`src/hdl/ccs_pkg.sv`:
```
// package for the color code stripper
// transaction types, pending levels and character class helpers
// no dependencies
`timescale 1ns / 1ps

package ccs_pkg;

  localparam int unsigned MaxRun = 4;
  localparam int unsigned CntW   = 3;
  localparam int unsigned IdxW   = 2;

  localparam logic [7:0] CharCaret = 8'h5E;
  localparam logic [7:0] CharZero  = 8'h30;
  localparam logic [7:0] CharNine  = 8'h39;

  // how much of an escape is held back
  localparam logic [1:0] LvlNone  = 2'd0;
  localparam logic [1:0] LvlCaret = 2'd1;
  localparam logic [1:0] LvlOne   = 2'd2;
  localparam logic [1:0] LvlTwo   = 2'd3;

  typedef struct packed {
    logic [7:0] in_byte;
    logic       is_end;
  } in_t;

  typedef struct packed {
    logic [7:0] out_byte;
    logic       byte_valid;
    logic       string_end;
    logic       run_last;
  } out_t;

  // all results caused by one input transaction
  typedef struct packed {
    logic [MaxRun-1:0][7:0] data;
    logic [CntW-1:0]        count;
    logic                   bare;
    logic                   str_end;
  } run_t;

  function automatic logic is_digit(input logic [7:0] c);
    return (c >= CharZero) && (c <= CharNine);
  endfunction

  function automatic logic is_color_letter(input logic [7:0] c);
    return (c == 8'h77) || (c == 8'h72) || (c == 8'h79) || (c == 8'h67) ||
           (c == 8'h6B) || (c == 8'h63) || (c == 8'h62) || (c == 8'h6D);
  endfunction

endpackage

```
`src/hdl/color_code_stripper.sv`:
```
// an input transaction passes through the input register and then the result buffer
// throughput: one input per cycle for runs of one result while the output is ready;
// a longer run holds the result buffer until its last result leaves, and a byte
// with no result skips the buffer; the buffer holds a single run and sets the rate
// reset: asynchronous, active low; empties both registers, nothing pending
// top level of the color code stripper; depends on ccs_pkg, ccs_scan, ccs_emit
`timescale 1ns / 1ps

module color_code_stripper (
  input  logic          clk_i,
  input  logic          rst_ni,
  input  logic          in_valid_i,
  output logic          in_ready_o,
  input  ccs_pkg::in_t  in_data_i,
  output logic          out_valid_o,
  input  logic          out_ready_i,
  output ccs_pkg::out_t out_data_o
);

  logic          in_valid_q;
  ccs_pkg::in_t  in_q;
  logic          free;
  logic          advance;
  ccs_pkg::run_t run;

  assign advance    = in_valid_q && free;
  assign in_ready_o = !in_valid_q || advance;

  always_ff @(posedge clk_i or negedge rst_ni) begin
    if (!rst_ni) begin
      in_valid_q <= 1'b0;
    end else if (in_ready_o) begin
      in_valid_q <= in_valid_i;
    end
  end

  always_ff @(posedge clk_i) begin
    if (in_ready_o && in_valid_i) begin
      in_q <= in_data_i;
    end
  end

  ccs_scan u_scan (
    .clk_i     (clk_i),
    .rst_ni    (rst_ni),
    .advance_i (advance),
    .item_i    (in_q),
    .run_o     (run)
  );

  // bytes held inside an escape give an empty run and skip the buffer
  ccs_emit u_emit (
    .clk_i       (clk_i),
    .rst_ni      (rst_ni),
    .load_i      (advance && (run.count != '0)),
    .run_i       (run),
    .free_o      (free),
    .out_valid_o (out_valid_o),
    .out_ready_i (out_ready_i),
    .out_data_o  (out_data_o)
  );

endmodule

```
`src/hdl/ccs_scan.sv`:
```
// escape scanner: pending escape state and the result run of one byte
// depends on ccs_pkg
`timescale 1ns / 1ps

module ccs_scan (
  input  logic          clk_i,
  input  logic          rst_ni,
  input  logic          advance_i,
  input  ccs_pkg::in_t  item_i,
  output ccs_pkg::run_t run_o
);

  logic [1:0] lvl_q, lvl_d;
  logic [7:0] d0_q, d0_d, d1_q, d1_d;

  always_comb begin
    logic [7:0]              c;
    logic [ccs_pkg::CntW-1:0] n;
    c       = item_i.in_byte;
    n       = '0;
    lvl_d   = lvl_q;
    d0_d    = d0_q;
    d1_d    = d1_q;
    run_o   = '0;

    if (lvl_q == ccs_pkg::LvlCaret && ccs_pkg::is_color_letter(c)) begin
      lvl_d = ccs_pkg::LvlNone;
    end else if (lvl_q == ccs_pkg::LvlCaret && ccs_pkg::is_digit(c)) begin
      d0_d  = c;
      lvl_d = ccs_pkg::LvlOne;
    end else if (lvl_q == ccs_pkg::LvlOne && ccs_pkg::is_digit(c)) begin
      d1_d  = c;
      lvl_d = ccs_pkg::LvlTwo;
    end else if (lvl_q == ccs_pkg::LvlTwo && ccs_pkg::is_digit(c)) begin
      lvl_d = ccs_pkg::LvlNone;
    end else begin
      // broken escape or plain byte: held bytes go out as plain text
      if (lvl_q != ccs_pkg::LvlNone) begin
        run_o.data[n[ccs_pkg::IdxW-1:0]] = ccs_pkg::CharCaret;
        n = n + 1'b1;
      end
      if (lvl_q == ccs_pkg::LvlOne || lvl_q == ccs_pkg::LvlTwo) begin
        run_o.data[n[ccs_pkg::IdxW-1:0]] = d0_q;
        n = n + 1'b1;
      end
      if (lvl_q == ccs_pkg::LvlTwo) begin
        run_o.data[n[ccs_pkg::IdxW-1:0]] = d1_q;
        n = n + 1'b1;
      end
      if (c == ccs_pkg::CharCaret) begin
        lvl_d = ccs_pkg::LvlCaret;
      end else begin
        lvl_d = ccs_pkg::LvlNone;
        run_o.data[n[ccs_pkg::IdxW-1:0]] = c;
        n = n + 1'b1;
      end
    end

    if (item_i.is_end) begin
      // end of string flushes what is still held
      if (lvl_d != ccs_pkg::LvlNone) begin
        run_o.data[n[ccs_pkg::IdxW-1:0]] = ccs_pkg::CharCaret;
        n = n + 1'b1;
      end
      if (lvl_d == ccs_pkg::LvlOne || lvl_d == ccs_pkg::LvlTwo) begin
        run_o.data[n[ccs_pkg::IdxW-1:0]] = d0_d;
        n = n + 1'b1;
      end
      if (lvl_d == ccs_pkg::LvlTwo) begin
        run_o.data[n[ccs_pkg::IdxW-1:0]] = d1_d;
        n = n + 1'b1;
      end
      lvl_d         = ccs_pkg::LvlNone;
      run_o.str_end = 1'b1;
      if (n == '0) begin
        run_o.bare = 1'b1;
        n          = ccs_pkg::CntW'(1);
      end
    end

    run_o.count = n;
  end

  always_ff @(posedge clk_i or negedge rst_ni) begin
    if (!rst_ni) begin
      lvl_q <= ccs_pkg::LvlNone;
    end else if (advance_i) begin
      lvl_q <= lvl_d;
    end
  end

  always_ff @(posedge clk_i) begin
    if (advance_i) begin
      d0_q <= d0_d;
      d1_q <= d1_d;
    end
  end

endmodule

```
`src/hdl/ccs_emit.sv`:
```
// result buffer: holds one run and hands it out one transaction a cycle while the output is ready
// depends on ccs_pkg
`timescale 1ns / 1ps

module ccs_emit (
  input  logic          clk_i,
  input  logic          rst_ni,
  input  logic          load_i,
  input  ccs_pkg::run_t run_i,
  output logic          free_o,
  output logic          out_valid_o,
  input  logic          out_ready_i,
  output ccs_pkg::out_t out_data_o
);

  logic                      valid_q;
  ccs_pkg::run_t             run_q;
  logic [ccs_pkg::IdxW-1:0]  idx_q;
  logic                      last;
  logic                      fire;

  assign last   = ({1'b0, idx_q} == (run_q.count - 1'b1));
  assign fire   = valid_q && out_ready_i;
  // buffer can take a new run when empty or when its last entry leaves now
  assign free_o = !valid_q || (fire && last);

  assign out_valid_o           = valid_q;
  assign out_data_o.out_byte   = run_q.bare ? 8'h00 : run_q.data[idx_q];
  assign out_data_o.byte_valid = !run_q.bare;
  assign out_data_o.string_end = run_q.str_end && last;
  assign out_data_o.run_last   = last;

  always_ff @(posedge clk_i or negedge rst_ni) begin
    if (!rst_ni) begin
      valid_q <= 1'b0;
      idx_q   <= '0;
    end else if (load_i) begin
      valid_q <= 1'b1;
      idx_q   <= '0;
    end else if (fire) begin
      if (last) begin
        valid_q <= 1'b0;
        idx_q   <= '0;
      end else begin
        idx_q <= idx_q + 1'b1;
      end
    end
  end

  always_ff @(posedge clk_i) begin
    if (load_i) begin
      run_q <= run_i;
    end
  end

  a_load_when_free : assert property (@(posedge clk_i) disable iff (!rst_ni)
    load_i |-> free_o)
    else $error("run loaded while buffer busy");

  a_idx_in_run : assert property (@(posedge clk_i) disable iff (!rst_ni)
    valid_q |-> ({1'b0, idx_q} < run_q.count))
    else $error("read index beyond run");

  a_drain : assert property (@(posedge clk_i) disable iff (!rst_ni)
    (fire && last && !load_i) |=> !valid_q)
    else $error("buffer still valid after last transaction");

  a_step : assert property (@(posedge clk_i) disable iff (!rst_ni)
    (fire && !last && !load_i) |=> (valid_q && idx_q == $past(idx_q) + 1'b1))
    else $error("read index did not step");

endmodule
```
`config.mk`:
```
export PLATFORM = sky130hd
export DESIGN_NAME = color_code_stripper
export DESIGN_NICKNAME = d
export VERILOG_FILES = /design/src/hdl/ccs_pkg.sv /design/src/hdl/color_code_stripper.sv /design/src/hdl/ccs_scan.sv /design/src/hdl/ccs_emit.sv
export SDC_FILE = /design/constraint.sdc
export NUM_CORES = 1
export LEC_CHECK = 0
export ABC_AREA = 1
export BUFFER_PORTS_ARGS = -buffer_cell sky130_fd_sc_hd__buf_4
export CAP_MARGIN = 25
export CELL_PAD_IN_SITES_DETAIL_PLACEMENT = 0
export CELL_PAD_IN_SITES_GLOBAL_PLACEMENT = 1
export CORE_MARGIN = 3
export CORE_UTILIZATION = 40
export DETAILED_ROUTE_END_ITERATION = 8
export PLACE_DENSITY = 0.69
export SLEW_MARGIN = 20
export SYNTH_ARGS = -nofsm -noshare
export SYNTH_HDL_FRONTEND = slang
export SYNTH_SLANG_ARGS = --single-unit
```
`constraint.sdc`:
```
create_clock -name clk_i -period 7.24 [get_ports clk_i]
set_input_delay 0.362 -clock clk_i [delete_from_list [all_inputs] [get_ports clk_i]]
set_output_delay 0.362 -clock clk_i [all_outputs]
set_load 0.005 [all_outputs]
```
Yosys cells after proc, flatten, opt, wreduce, memory -nomap -nowiden
Cells that the tools add are included.

Input port bits: 13. Flip-flop bits (word level): 68. Output and inout bits: 13.

Mux-type cells: 93. $lt $le $gt $ge: 15. Bitwise operators: 3. Add/subtract/negate cells: 8. Equal/unequal tests: 15. Reduce and logical (&&, ||, !) cells: 38.

Operator list (number): 32-bit 2-to-1 mux (21); 32-bit bitwise mux (5); 8-bit 2-to-1 mux (17); 8-bit demux with 2-bit select (6); 3-bit 2-to-1 mux (27); 8-bit by 7-bit equality test with 1-bit output, second input constant (9); 2-bit by 3-bit less-than comparator with 1-bit output, second input constant (7); 20-bit bitwise OR (1); 3-bit by 1-bit adder with 3-bit output, second input constant (6); 1-bit logical AND (17); 8-bit binary-select mux with 2-bit select (1); 2-bit 2-to-1 mux (8); 12-bit bitwise AND (1); 2-bit by 1-bit >= comparator with 1-bit output, second input constant (6); 12-bit NOT (1); 1-bit logical OR (11); 2-bit equality test, second input constant (4); 8-bit by 6-bit >= comparator with 1-bit output, second input constant (1); 8-bit by 6-bit less-or-equal comparator with 1-bit output, second input constant (1); 2-bit nonzero test (4); 1-bit 2-to-1 mux (7); 7-bit 2-to-1 mux (1); 2-bit by 3-bit equality test with 1-bit output (1); 1-bit logical NOT (3); other kinds (6) (6).

Depth between registers and ports, before layout
Gate-level depths: netlist of the first run.

Depth after elaboration: 44. Gate-level depth with buffers: 35. Depth with buffers taken out: 33.

By module
A second synthesis of the first run with hierarchy kept.

Cells, all modules: 608. Area, all modules: 4944.7 um2.

By module, submodules not included: ccs_scan (sequential area each 530.5 um2, area each 2960.3 um2, cells each 456, instances 1); ccs_emit (sequential area each 1186.1 um2, area each 1645.3 um2, cells each 132, instances 1); color_code_stripper (sequential area each 295.3 um2, area each 339.1 um2, cells each 20, instances 1).

Worst setup path before layout of the first run
No wires, ideal clock.

Path type: register -> register. From: register u_scan.lvl_q[1]. To: register u_emit.run_q[0] (netlist name), enable pin. Cell stages (with the launch flop): 33. Arrival time: 4715 ps. Path slack: 2133 ps. Data required time: 6848 ps. Buffers on the path: 2. Setup time: 392 ps. Period minus slack after synthesis: 5107 ps. Cells stage by stage: dfrtp_1 -> clkbuf_1 -> clkinv_1 -> ha_1 -> buf_4 -> nand2_1 -> inv_1 -> nand2_1 -> nor2_1 -> nand3_1 -> nand3_2 -> nor2_4 -> ha_1 -> or2_1 -> nand2_1 -> inv_1 -> ha_1 -> nand2_1 -> nand2_1 -> ha_1 -> nand2_4 -> clkinv_4 -> nand3_2 -> nand2_1 -> nand2_1 -> nand2_1 -> inv_1 -> nand2_2 -> nand2_2 -> nand2_2 -> nand2_2 -> nand2_4 -> inv_1.

Longest elaborated chain between the ends: 38. Elaborated cells on any way between the ends: 54. Those cells by class: add/sub: 6; eq/ne: 5; mux: 32; reduce/logical: 11.

Ends and longest elaborated chain: from (decl) (RTL line ccs_scan.sv:13) `logic [1:0] lvl_q, lvl_d;`; from (signal assigned) (RTL line ccs_scan.sv:86) `lvl_q <= ccs_pkg::LvlNone;`; from (signal assigned) (RTL line ccs_scan.sv:88) `lvl_q <= lvl_d;`; 2-bit nonzero test (RTL line ccs_scan.sv:38) `if (lvl_q != ccs_pkg::LvlNone) begin`; 1-bit 2-to-1 mux (RTL line ccs_scan.sv:38); 3-bit 2-to-1 mux (RTL line ccs_scan.sv:34) `end else if (lvl_q == ccs_pkg::LvlTwo && ccs_pkg::is_digit(c)) begin`; 3-bit 2-to-1 mux (RTL line ccs_scan.sv:31) `end else if (lvl_q == ccs_pkg::LvlOne && ccs_pkg::is_digit(c)) begin`; 3-bit 2-to-1 mux (RTL line ccs_scan.sv:28) `end else if (lvl_q == ccs_pkg::LvlCaret && ccs_pkg::is_digit(c)) begin`; 3-bit 2-to-1 mux (RTL line ccs_scan.sv:26) `if (lvl_q == ccs_pkg::LvlCaret && ccs_pkg::is_color_letter(c)) begin`; 3-bit by 1-bit adder with 3-bit output (RTL line ccs_scan.sv:44) `n = n + 1'b1;`; 3-bit 2-to-1 mux (RTL line ccs_scan.sv:42) `if (lvl_q == ccs_pkg::LvlOne || lvl_q == ccs_pkg::LvlTwo) begin`; [23 not listed]; 3-bit 2-to-1 mux (RTL line ccs_scan.sv:69) `if (lvl_d == ccs_pkg::LvlTwo) begin`; 3-bit 2-to-1 mux (RTL line ccs_scan.sv:59) `if (item_i.is_end) begin`; 3-bit logical NOT (RTL line ccs_scan.sv:75) `if (n == '0) begin`; 3-bit 2-to-1 mux (RTL line ccs_scan.sv:75); 3-bit 2-to-1 mux * (RTL line ccs_scan.sv:59); 3-bit nonzero test * (RTL line color_code_stripper.sv:55) `.load_i (advance && (run.count != '0)),`; 1-bit logical AND * (RTL line color_code_stripper.sv:55); named net u_emit.load_i (RTL line ccs_emit.sv:8) `input logic load_i,`; to (signal assigned) (RTL line ccs_emit.sv:52) `run_q <= run_i;`; to (decl) (RTL line ccs_emit.sv:17) `ccs_pkg::run_t run_q;`.

Mark *: on every way through the listed nets, which the timed path passes. The rest lies on a longest branch. The select of a mux whose other input is x is not followed. A chain may end at the register's enable or synchronous reset.

==> results of run 1 <==
[sequential cells by signal, summed over array words and instances (netlist names)]
name,flops
u_emit.idx_q,2
in_valid_q,1
u_scan.d1_q,8
u_scan.d0_q,8
u_emit.out_valid_o,1
in_q,9
u_emit.run_q,37
u_scan.lvl_q,2
[logic make-up (layout without fill, tap and decap cells)]
family	count (synthesis)	after routing	synth area share, %
XOR/XNOR	7	7	1.28
AO/OA/AOI/OAI	164	164	20.6
buffers and inverters	115	130	9.60
adder cells (fa/ha/maj)	17	17	4.44
AND/OR/NAND/NOR	226	226	22.1
flip-flops	68	68	42.0
[layer usage]
| layer | part of all wire (%) | track usage (%) |
|---|---|---|
| met1 | 46 | 30.0 |
| met2 | 43 | 32.0 |
| met3 | 7.0 | 4.49 |
| met4 | 3.1 | 10.4 |
| met5 | 0 | 0 |
[layout make-up]
class,count,area share [%]
flip-flops and latches,68,37.5
clock buffers,9,4.20
well taps,143,3.33
clock inverters,7,1.70
inverters,87,6.18
multi-input cells,414,43.3
repair buffers,27,3.82
[path summary, 6_finish.rpt]
kind	from	end	slack, ns	cells past startpoint
max	u_scan.lvl_q[1]$_DFFE_PN0P_	u_emit.run_q[16]$_DFFE_PP_	1.31	27
min	in_data_i[8]	in_q[8]$_DFFE_PP_	0.18	1
max reg2reg	u_scan.lvl_q[1]$_DFFE_PN0P_	u_emit.run_q[16]$_DFFE_PP_	1.31	27
min reg2reg	in_valid_q$_DFFE_PN0N_	in_valid_q$_DFFE_PN0N_	0.53	2
max in group asynchronous	rst_ni	u_emit.idx_q[1]$_DFFE_PN0P_	6.74	2
min in group asynchronous	rst_ni	u_scan.lvl_q[1]$_DFFE_PN0P_	0.37	2
[timing repair]
action | in CTS | in global routing
buffers inserted | 0 | 0
endpoints found under the setup margin | 0 | 0
hold buffers | 1 | 0
endpoints found under the hold margin | 6 | 0
[cells in the final DEF (no fill, tap or decap), types with 4 or more instances in the layout]
master	instances
ha_1	17
nand4_1	6
buf_4	26
o21ai_0	79
or2_2	6
nand2_2	9
inv_1	77
a211oi_1	15
edfxtp_1	62
o22ai_1	7
o211ai_1	13
dfrtp_1	6
nand3_1	28
inv_2	7
o2111ai_1	4
nor2_1	70
nand3_2	5
a21oi_1	21
xnor2_1	4
nand2_1	87
clkbuf_16	9
[critical path, cell delays in order, from the launching register on]
cell	delay [ns]
dfrtp_1	0.63
clkinv_1	0.40
ha_1	0.49
nand3_2	0.37
nand2_4	0.13
inv_2	0.13
nand3_2	0.39
nor2_4	0.29
ha_1	0.26
or2_1	0.25
nand2_1	0.12
inv_1	0.08
ha_1	0.29
nand2_1	0.06
nand2_1	0.09
ha_1	0.23
nand2_4	0.15
clkinv_4	0.08
nand3_2	0.07
nand4_1	0.08
nand2_1	0.09
nand2_1	0.05
nand2_1	0.13
nor2_2	0.05
nand2_2	0.07
nand2_4	0.06
inv_1	0.09
buf_4	0.38
[report_power, final]
group	switching (mW)	leakage [nW]	internal (mW)
Combinational	0.264	1.54	0.141
Clock	0.177	0.157	0.300
Sequential	0.0973	0.645	0.586
Total	0.538	2.35	1.03
==> flow_results.xml, run 1 <==
<?xml version="1.0" encoding="UTF-8"?>
<metrics>
  <group name="synthesis">
    <metric name="synthesis.nets" unit="">627</metric>
    <metric name="mappedNetlistArea" unit="um^2">4800</metric>
    <metric name="post_synth.cell_area_avg" unit="um^2">8.03</metric>
    <metric name="gate_count_of_the_mapped_netlist" unit="">597</metric>
    <metric name="synth_top_cells_by_count" unit="">nand2_1 (87), o21ai_0 (79), inv_1 (77)</metric>
    <metric name="synthMostInstantiatedCell" unit="">nand2_1</metric>
    <metric name="async_reset_ff_share" unit="%">8.82</metric>
    <metric name="synth.ff_latch_count" unit="">68</metric>
    <metric name="synth_top_area_share" unit="%">38.8</metric>
    <metric name="post_synth_main_area_contributors" unit="">edfxtp_1 (39%), o21ai_0 (8.2%), nand2_1 (6.8%)</metric>
    <metric name="yosysSeqAreaShare" unit="%">42.0</metric>
    <metric name="ys_warn_count" unit="">0</metric>
    <metric name="ys_dominant_reg_cell" unit="">edfxtp_1</metric>
    <metric name="synthDistinctLibCells" unit="">46</metric>
    <metric name="synth-edff-count" unit="">62</metric>
    <metric name="synth_largest_area_cell" unit="">edfxtp_1</metric>
  </group>
  <group name="placement">
    <metric name="placed_cells_incl_taps" unit="">738</metric>
    <metric name="routabilityCongestion" unit="">0.923</metric>
    <metric name="dp_hpwl" unit="um">10300</metric>
    <metric name="dpl_cell_area" unit="um^2">5040</metric>
    <metric name="number_of_port_buffers" unit="">25</metric>
    <metric name="preCtsSetupSlack" unit="ns">1.38</metric>
  </group>
  <group name="clock_network">
    <metric name="cts_htree_levels" unit="">3</metric>
    <metric name="cells_resized_by_post_cts_repair" unit="">0</metric>
    <metric name="clock_insertion_delay_worst_skew" unit="ns">0.35</metric>
    <metric name="cts-buffers-inserted" unit="">9</metric>
    <metric name="cts.sinks" unit="">68</metric>
    <metric name="buffers_from_clock_root_to_sink_at_most" unit="">2</metric>
    <metric name="worst_setup_hold_path_clk_slew" unit="ns">0.06</metric>
    <metric name="clockRootBuffer" unit="">clkbuf_16</metric>
    <metric name="cts_tree" unit="">done</metric>
  </group>
  <group name="min_path">
    <metric name="worstHoldPathType" unit="">primary input to register</metric>
  </group>
  <group name="floorplanning">
    <metric name="initial_utilization" unit="%">41.5</metric>
    <metric name="die_h" unit="um">115</metric>
    <metric name="ios" unit="">26</metric>
    <metric name="std_cell_rows" unit="">39</metric>
    <metric name="die_w" unit="um">115</metric>
    <metric name="core_area" unit="um^2">11600</metric>
    <metric name="die-area" unit="um^2">13300</metric>
  </group>
  <group name="route">
    <metric name="drtIter0Drc" unit="">346</metric>
    <metric name="routedWlPerCell" unit="um">17.9</metric>
    <metric name="ant_nets" unit="">0</metric>
    <metric name="post_drt_via_cell_ratio" unit="">5.55</metric>
    <metric name="detail_route.wirelength" unit="um">13500</metric>
    <metric name="drc" unit="">0</metric>
    <metric name="detailroute.via_count" unit="">4189</metric>
    <metric name="drt_pre_antenna_iters" unit="">5</metric>
  </group>
  <group name="grt">
    <metric name="grt_usage" unit="%">21.5</metric>
    <metric name="first_global_vias" unit="">3984</metric>
    <metric name="gr-total-overflow" unit="">0</metric>
    <metric name="grt_first_pass_wirelength" unit="um">21900</metric>
    <metric name="number_of_antenna_violations_at_the_first_check_in_global_routing" unit="">0</metric>
    <metric name="grt_max_degree" unit="">38</metric>
  </group>
  <group name="final_layout">
    <metric name="sequential_cell_area" unit="um^2">2010</metric>
    <metric name="num_antenna_cells" unit="">0</metric>
    <metric name="synthesis_to_finish_area_growth" unit="%">11.9</metric>
    <metric name="multiInputGateArea" unit="um^2">2320</metric>
    <metric name="final_area" unit="um^2">5370</metric>
    <metric name="num-fill-cells" unit="">1149</metric>
    <metric name="layout-drive-gt1-share" unit="%">13.4</metric>
    <metric name="final_cell_count_no_fill" unit="">755</metric>
    <metric name="layout.core_utilization" unit="%">46.4</metric>
    <metric name="final_net_count" unit="">637</metric>
  </group>
  <group name="flow_run">
    <metric name="maxCapViolations" unit="">0</metric>
  </group>
  <group name="status">
    <metric name="run_status" unit="">finished clean</metric>
  </group>
  <group name="timing">
    <metric name="max_clock_freq" unit="GHz">0.169</metric>
    <metric name="fin_ws" unit="ns">1.31</metric>
    <metric name="transition_time_of_the_tightest_slew_check_pin" unit="ns">0.998</metric>
    <metric name="worst_slew_margin_relative_to_its_limit" unit="%">33.5</metric>
    <metric name="slew_violations" unit="">0</metric>
    <metric name="period_minus_slack" unit="ns">5.93</metric>
    <metric name="timing.clock.skew" unit="ns">0.0120</metric>
    <metric name="rsz_0062_raised_after_global_routing" unit="">false</metric>
    <metric name="setup_viol" unit="">0</metric>
    <metric name="timing.final.hold_violations" unit="">0</metric>
    <metric name="finalHoldWorstSlack" unit="ns">0.183</metric>
    <metric name="period_share" unit="%">82.0</metric>
    <metric name="tns" unit="ns">0</metric>
  </group>
  <group name="critical_path">
    <metric name="required" unit="ns">7.23</metric>
    <metric name="critical_path_class" unit="">register to register</metric>
    <metric name="crit_path_arrival_time" unit="ns">5.93</metric>
    <metric name="crit_path_end_kind" unit="">register</metric>
    <metric name="timing.critical_path.fanout_max" unit="">37</metric>
    <metric name="crit_path_start_kind" unit="">register</metric>
  </group>
  <group name="pwr">
    <metric name="vdd.ir_drop.worst" unit="mV">0.137</metric>
    <metric name="p_total" unit="mW">1.57</metric>
    <metric name="p_per_area" unit="nW/um^2">292</metric>
    <metric name="cellLeakagePower" unit="nW">2.35</metric>
  </group>
</metrics>
No activity file was read; power rests on OpenSTA's default activity.
==> run 2, diff against run 1 <==
- clock period: 7.24 -> 6.1 ns (I/O delays scaled with it)
==> run 2 against run 1 <==
Non-clock buffer count grew 3; fmax grew 13%; cell count increased by 0.40%; design area rose by 0.14%; global-route usage is 0.20 points higher; utilization rose by 0.065 points; hold slack lost 0.042 ns; combinational power up 20%; sequential power grew 19%; die area unchanged.
==> flow_results.xml, run 2 (same netlist as run 1, synthesis figures left out) <==
<?xml version="1.0" encoding="UTF-8"?>
<metrics>
  <group name="timing">
    <metric name="period_share" unit="%">85.9</metric>
    <metric name="timing.final.hold_violations" unit="">0</metric>
    <metric name="fin_ws" unit="ns">0.860</metric>
    <metric name="slew_violations" unit="">0</metric>
    <metric name="max_clock_freq" unit="GHz">0.191</metric>
    <metric name="setup_viol" unit="">0</metric>
    <metric name="rsz_0062_raised_after_global_routing" unit="">false</metric>
    <metric name="worst_slew_margin_relative_to_its_limit" unit="%">28.6</metric>
    <metric name="period_minus_slack" unit="ns">5.24</metric>
    <metric name="transition_time_of_the_tightest_slew_check_pin" unit="ns">1.07</metric>
    <metric name="timing.clock.skew" unit="ns">0.00953</metric>
    <metric name="tns" unit="ns">0</metric>
  </group>
  <group name="clock_network">
    <metric name="cells_resized_by_post_cts_repair" unit="">0</metric>
    <metric name="clock_insertion_delay_worst_skew" unit="ns">0.33</metric>
    <metric name="cts_htree_levels" unit="">3</metric>
    <metric name="buffers_from_clock_root_to_sink_at_most" unit="">2</metric>
    <metric name="worst_setup_hold_path_clk_slew" unit="ns">0.06</metric>
    <metric name="cts_setup_buffers" unit="">0</metric>
    <metric name="cts.sinks" unit="">68</metric>
    <metric name="cts_tree" unit="">done</metric>
    <metric name="cts-buffers-inserted" unit="">9</metric>
    <metric name="cts.hold.buffers_added" unit="">1</metric>
    <metric name="clockRootBuffer" unit="">clkbuf_16</metric>
  </group>
  <group name="route">
    <metric name="dr_wl_met3" unit="um">714</metric>
    <metric name="top_metal_layer_carrying_routed_signals" unit="">met4</metric>
    <metric name="wirelength_met1" unit="um">6580</metric>
    <metric name="drt_pre_antenna_iters" unit="">4</metric>
    <metric name="detail_route.wirelength" unit="um">13800</metric>
    <metric name="routedWlPerCell" unit="um">18.2</metric>
    <metric name="detailroute.via_count" unit="">4167</metric>
    <metric name="met2_length" unit="um">6160</metric>
    <metric name="drtIter0Drc" unit="">321</metric>
    <metric name="ant_nets" unit="">0</metric>
    <metric name="drc" unit="">0</metric>
    <metric name="post_drt_via_cell_ratio" unit="">5.50</metric>
  </group>
  <group name="final_layout">
    <metric name="layout_top_registers" unit="">u_emit.run_q: 37 flops, in_q: 9 flops</metric>
    <metric name="largest_reg_flops" unit="">37</metric>
    <metric name="layout_common_cells" unit="">nand2_1 (87), o21ai_0 (79), inv_1 (77)</metric>
    <metric name="regMostFlops" unit="">u_emit.run_q</metric>
    <metric name="synthesis_to_finish_area_growth" unit="%">12.1</metric>
    <metric name="layout_commonest_cell" unit="">nand2_1</metric>
    <metric name="num_antenna_cells" unit="">0</metric>
    <metric name="layout-drive-gt1-share" unit="%">14.0</metric>
    <metric name="final_net_count" unit="">640</metric>
  </group>
  <group name="critical_path">
    <metric name="critical_path_class" unit="">register to register</metric>
    <metric name="crit_path_end_kind" unit="">register</metric>
    <metric name="timing.critical_path.fanout_max" unit="">37</metric>
    <metric name="required" unit="ns">6.08</metric>
    <metric name="crit_path_arrival_time" unit="ns">5.22</metric>
    <metric name="reg2regPathDepth" unit="">27</metric>
    <metric name="crit_path_start_kind" unit="">register</metric>
  </group>
  <group name="placement">
    <metric name="preCtsSetupSlack" unit="ns">0.894</metric>
    <metric name="routabilityCongestion" unit="">0.982</metric>
    <metric name="number_of_port_buffers" unit="">25</metric>
    <metric name="dp_hpwl" unit="um">10600</metric>
  </group>
  <group name="grt">
    <metric name="gr-total-overflow" unit="">0</metric>
    <metric name="grt_max_degree" unit="">38</metric>
    <metric name="grt_usage" unit="%">21.7</metric>
    <metric name="first_global_vias" unit="">3954</metric>
    <metric name="grt_first_pass_wirelength" unit="um">22200</metric>
    <metric name="number_of_antenna_violations_at_the_first_check_in_global_routing" unit="">0</metric>
  </group>
  <group name="pwr">
    <metric name="vdd.ir_drop.worst" unit="mV">0.147</metric>
    <metric name="p_per_area" unit="nW/um^2">340</metric>
    <metric name="cellLeakagePower" unit="nW">2.35</metric>
  </group>
  <group name="floorplanning">
    <metric name="die-area" unit="um^2">13300</metric>
    <metric name="ios" unit="">26</metric>
    <metric name="core_area" unit="um^2">11600</metric>
    <metric name="std_cell_rows" unit="">39</metric>
    <metric name="initial_utilization" unit="%">41.5</metric>
    <metric name="die_w" unit="um">115</metric>
    <metric name="die_h" unit="um">115</metric>
  </group>
  <group name="status">
    <metric name="run_status" unit="">finished clean</metric>
  </group>
  <group name="flow_run">
    <metric name="maxCapViolations" unit="">0</metric>
  </group>
  <group name="min_path">
    <metric name="hold-path-cell-count" unit="">1</metric>
    <metric name="worstHoldPathType" unit="">primary input to register</metric>
  </group>
</metrics>
-- run 2: per-stage QoR --
stage | power, mW | instance area, um^2 | util [%] | std cells | hold WS (ns)
finish | 1.83 | 5380 | 46.5 | 758 | 0.141
global route | 1.94 | 5380 | 46.5 | 758 | 0.134
CTS | 1.84 | 5380 | 46.5 | 758 | 0.136
detailed placement | 1.30 | 5060 | 43.8 | 741 | 0.131
global placement | 1.30 | 5060 | 43.8 | 741 | 0.132
floorplan | 1.10 | 4800 | - | 597 | 0.00941
-- run 2: area by class of cell --
| cell class | instances | area (um^2) |
|---|---|---|
| clock buffers | 9 | 225 |
| clock inverters | 7 | 76.3 |
| fillers | 1156 | 6190 |
| inverters | 87 | 332 |
| multi-input cells | 414 | 2320 |
| flip-flops and latches | 68 | 2010 |
| well taps | 143 | 179 |
| repair buffers | 30 | 228 |
-- run 2: power breakdown --
| group | total (mW) | switching, mW | leakage (nW) | internal, mW |
|---|---|---|---|---|
| logic | 0.485 | 0.317 | 1.56 | 0.168 |
| registers | 0.811 | 0.116 | 0.645 | 0.695 |
| clock network | 0.532 | 0.214 | 0.142 | 0.319 |
| total | 1.83 | 0.646 | 2.35 | 1.18 |
-- run 2: final timing paths --
kind,from,to,slack (ns)
setup / recovery,u_scan.lvl_q[1]$_DFFE_PN0P_,u_emit.run_q[23]$_DFFE_PP_,0.86
max in group asynchronous,rst_ni,in_valid_q$_DFFE_PN0N_,5.63
hold / removal,in_data_i[0],in_q[0]$_DFFE_PP_,0.14
setup reg to reg,u_scan.lvl_q[1]$_DFFE_PN0P_,u_emit.run_q[23]$_DFFE_PP_,0.86
min in group asynchronous,rst_ni,u_scan.lvl_q[0]$_DFFE_PN0P_,0.33
hold reg to reg,in_valid_q$_DFFE_PN0N_,in_valid_q$_DFFE_PN0N_,0.52
-- run 2: worst max-delay path, cell delays in order, from the launching register on --
cell      delay (ns)
dfrtp_1         0.54
clkinv_1        0.13
ha_1            0.51
nand3_2         0.42
nand2_4         0.26
inv_2           0.09
nand3_2         0.10
nor2_4          0.06
ha_1            0.31
or2_1           0.25
nand2_1         0.13
inv_1           0.08
ha_1            0.28
nand2_1         0.06
nand2_1         0.09
ha_1            0.22
nand2_4         0.15
clkinv_4        0.09
nand3_2         0.07
nand4_1         0.08
nand2_1         0.09
nand2_1         0.05
nand2_1         0.14
nor2_2          0.06
nand2_2         0.08
nand2_4         0.06
inv_1           0.09
buf_4           0.38
-- run 2: layer usage --
metal	global-route usage (%)	vias up
met1	32.1	1930
met3	3.55	23
met4	7.12	0
li1	-	2083
met5	0	-
met2	32.6	131
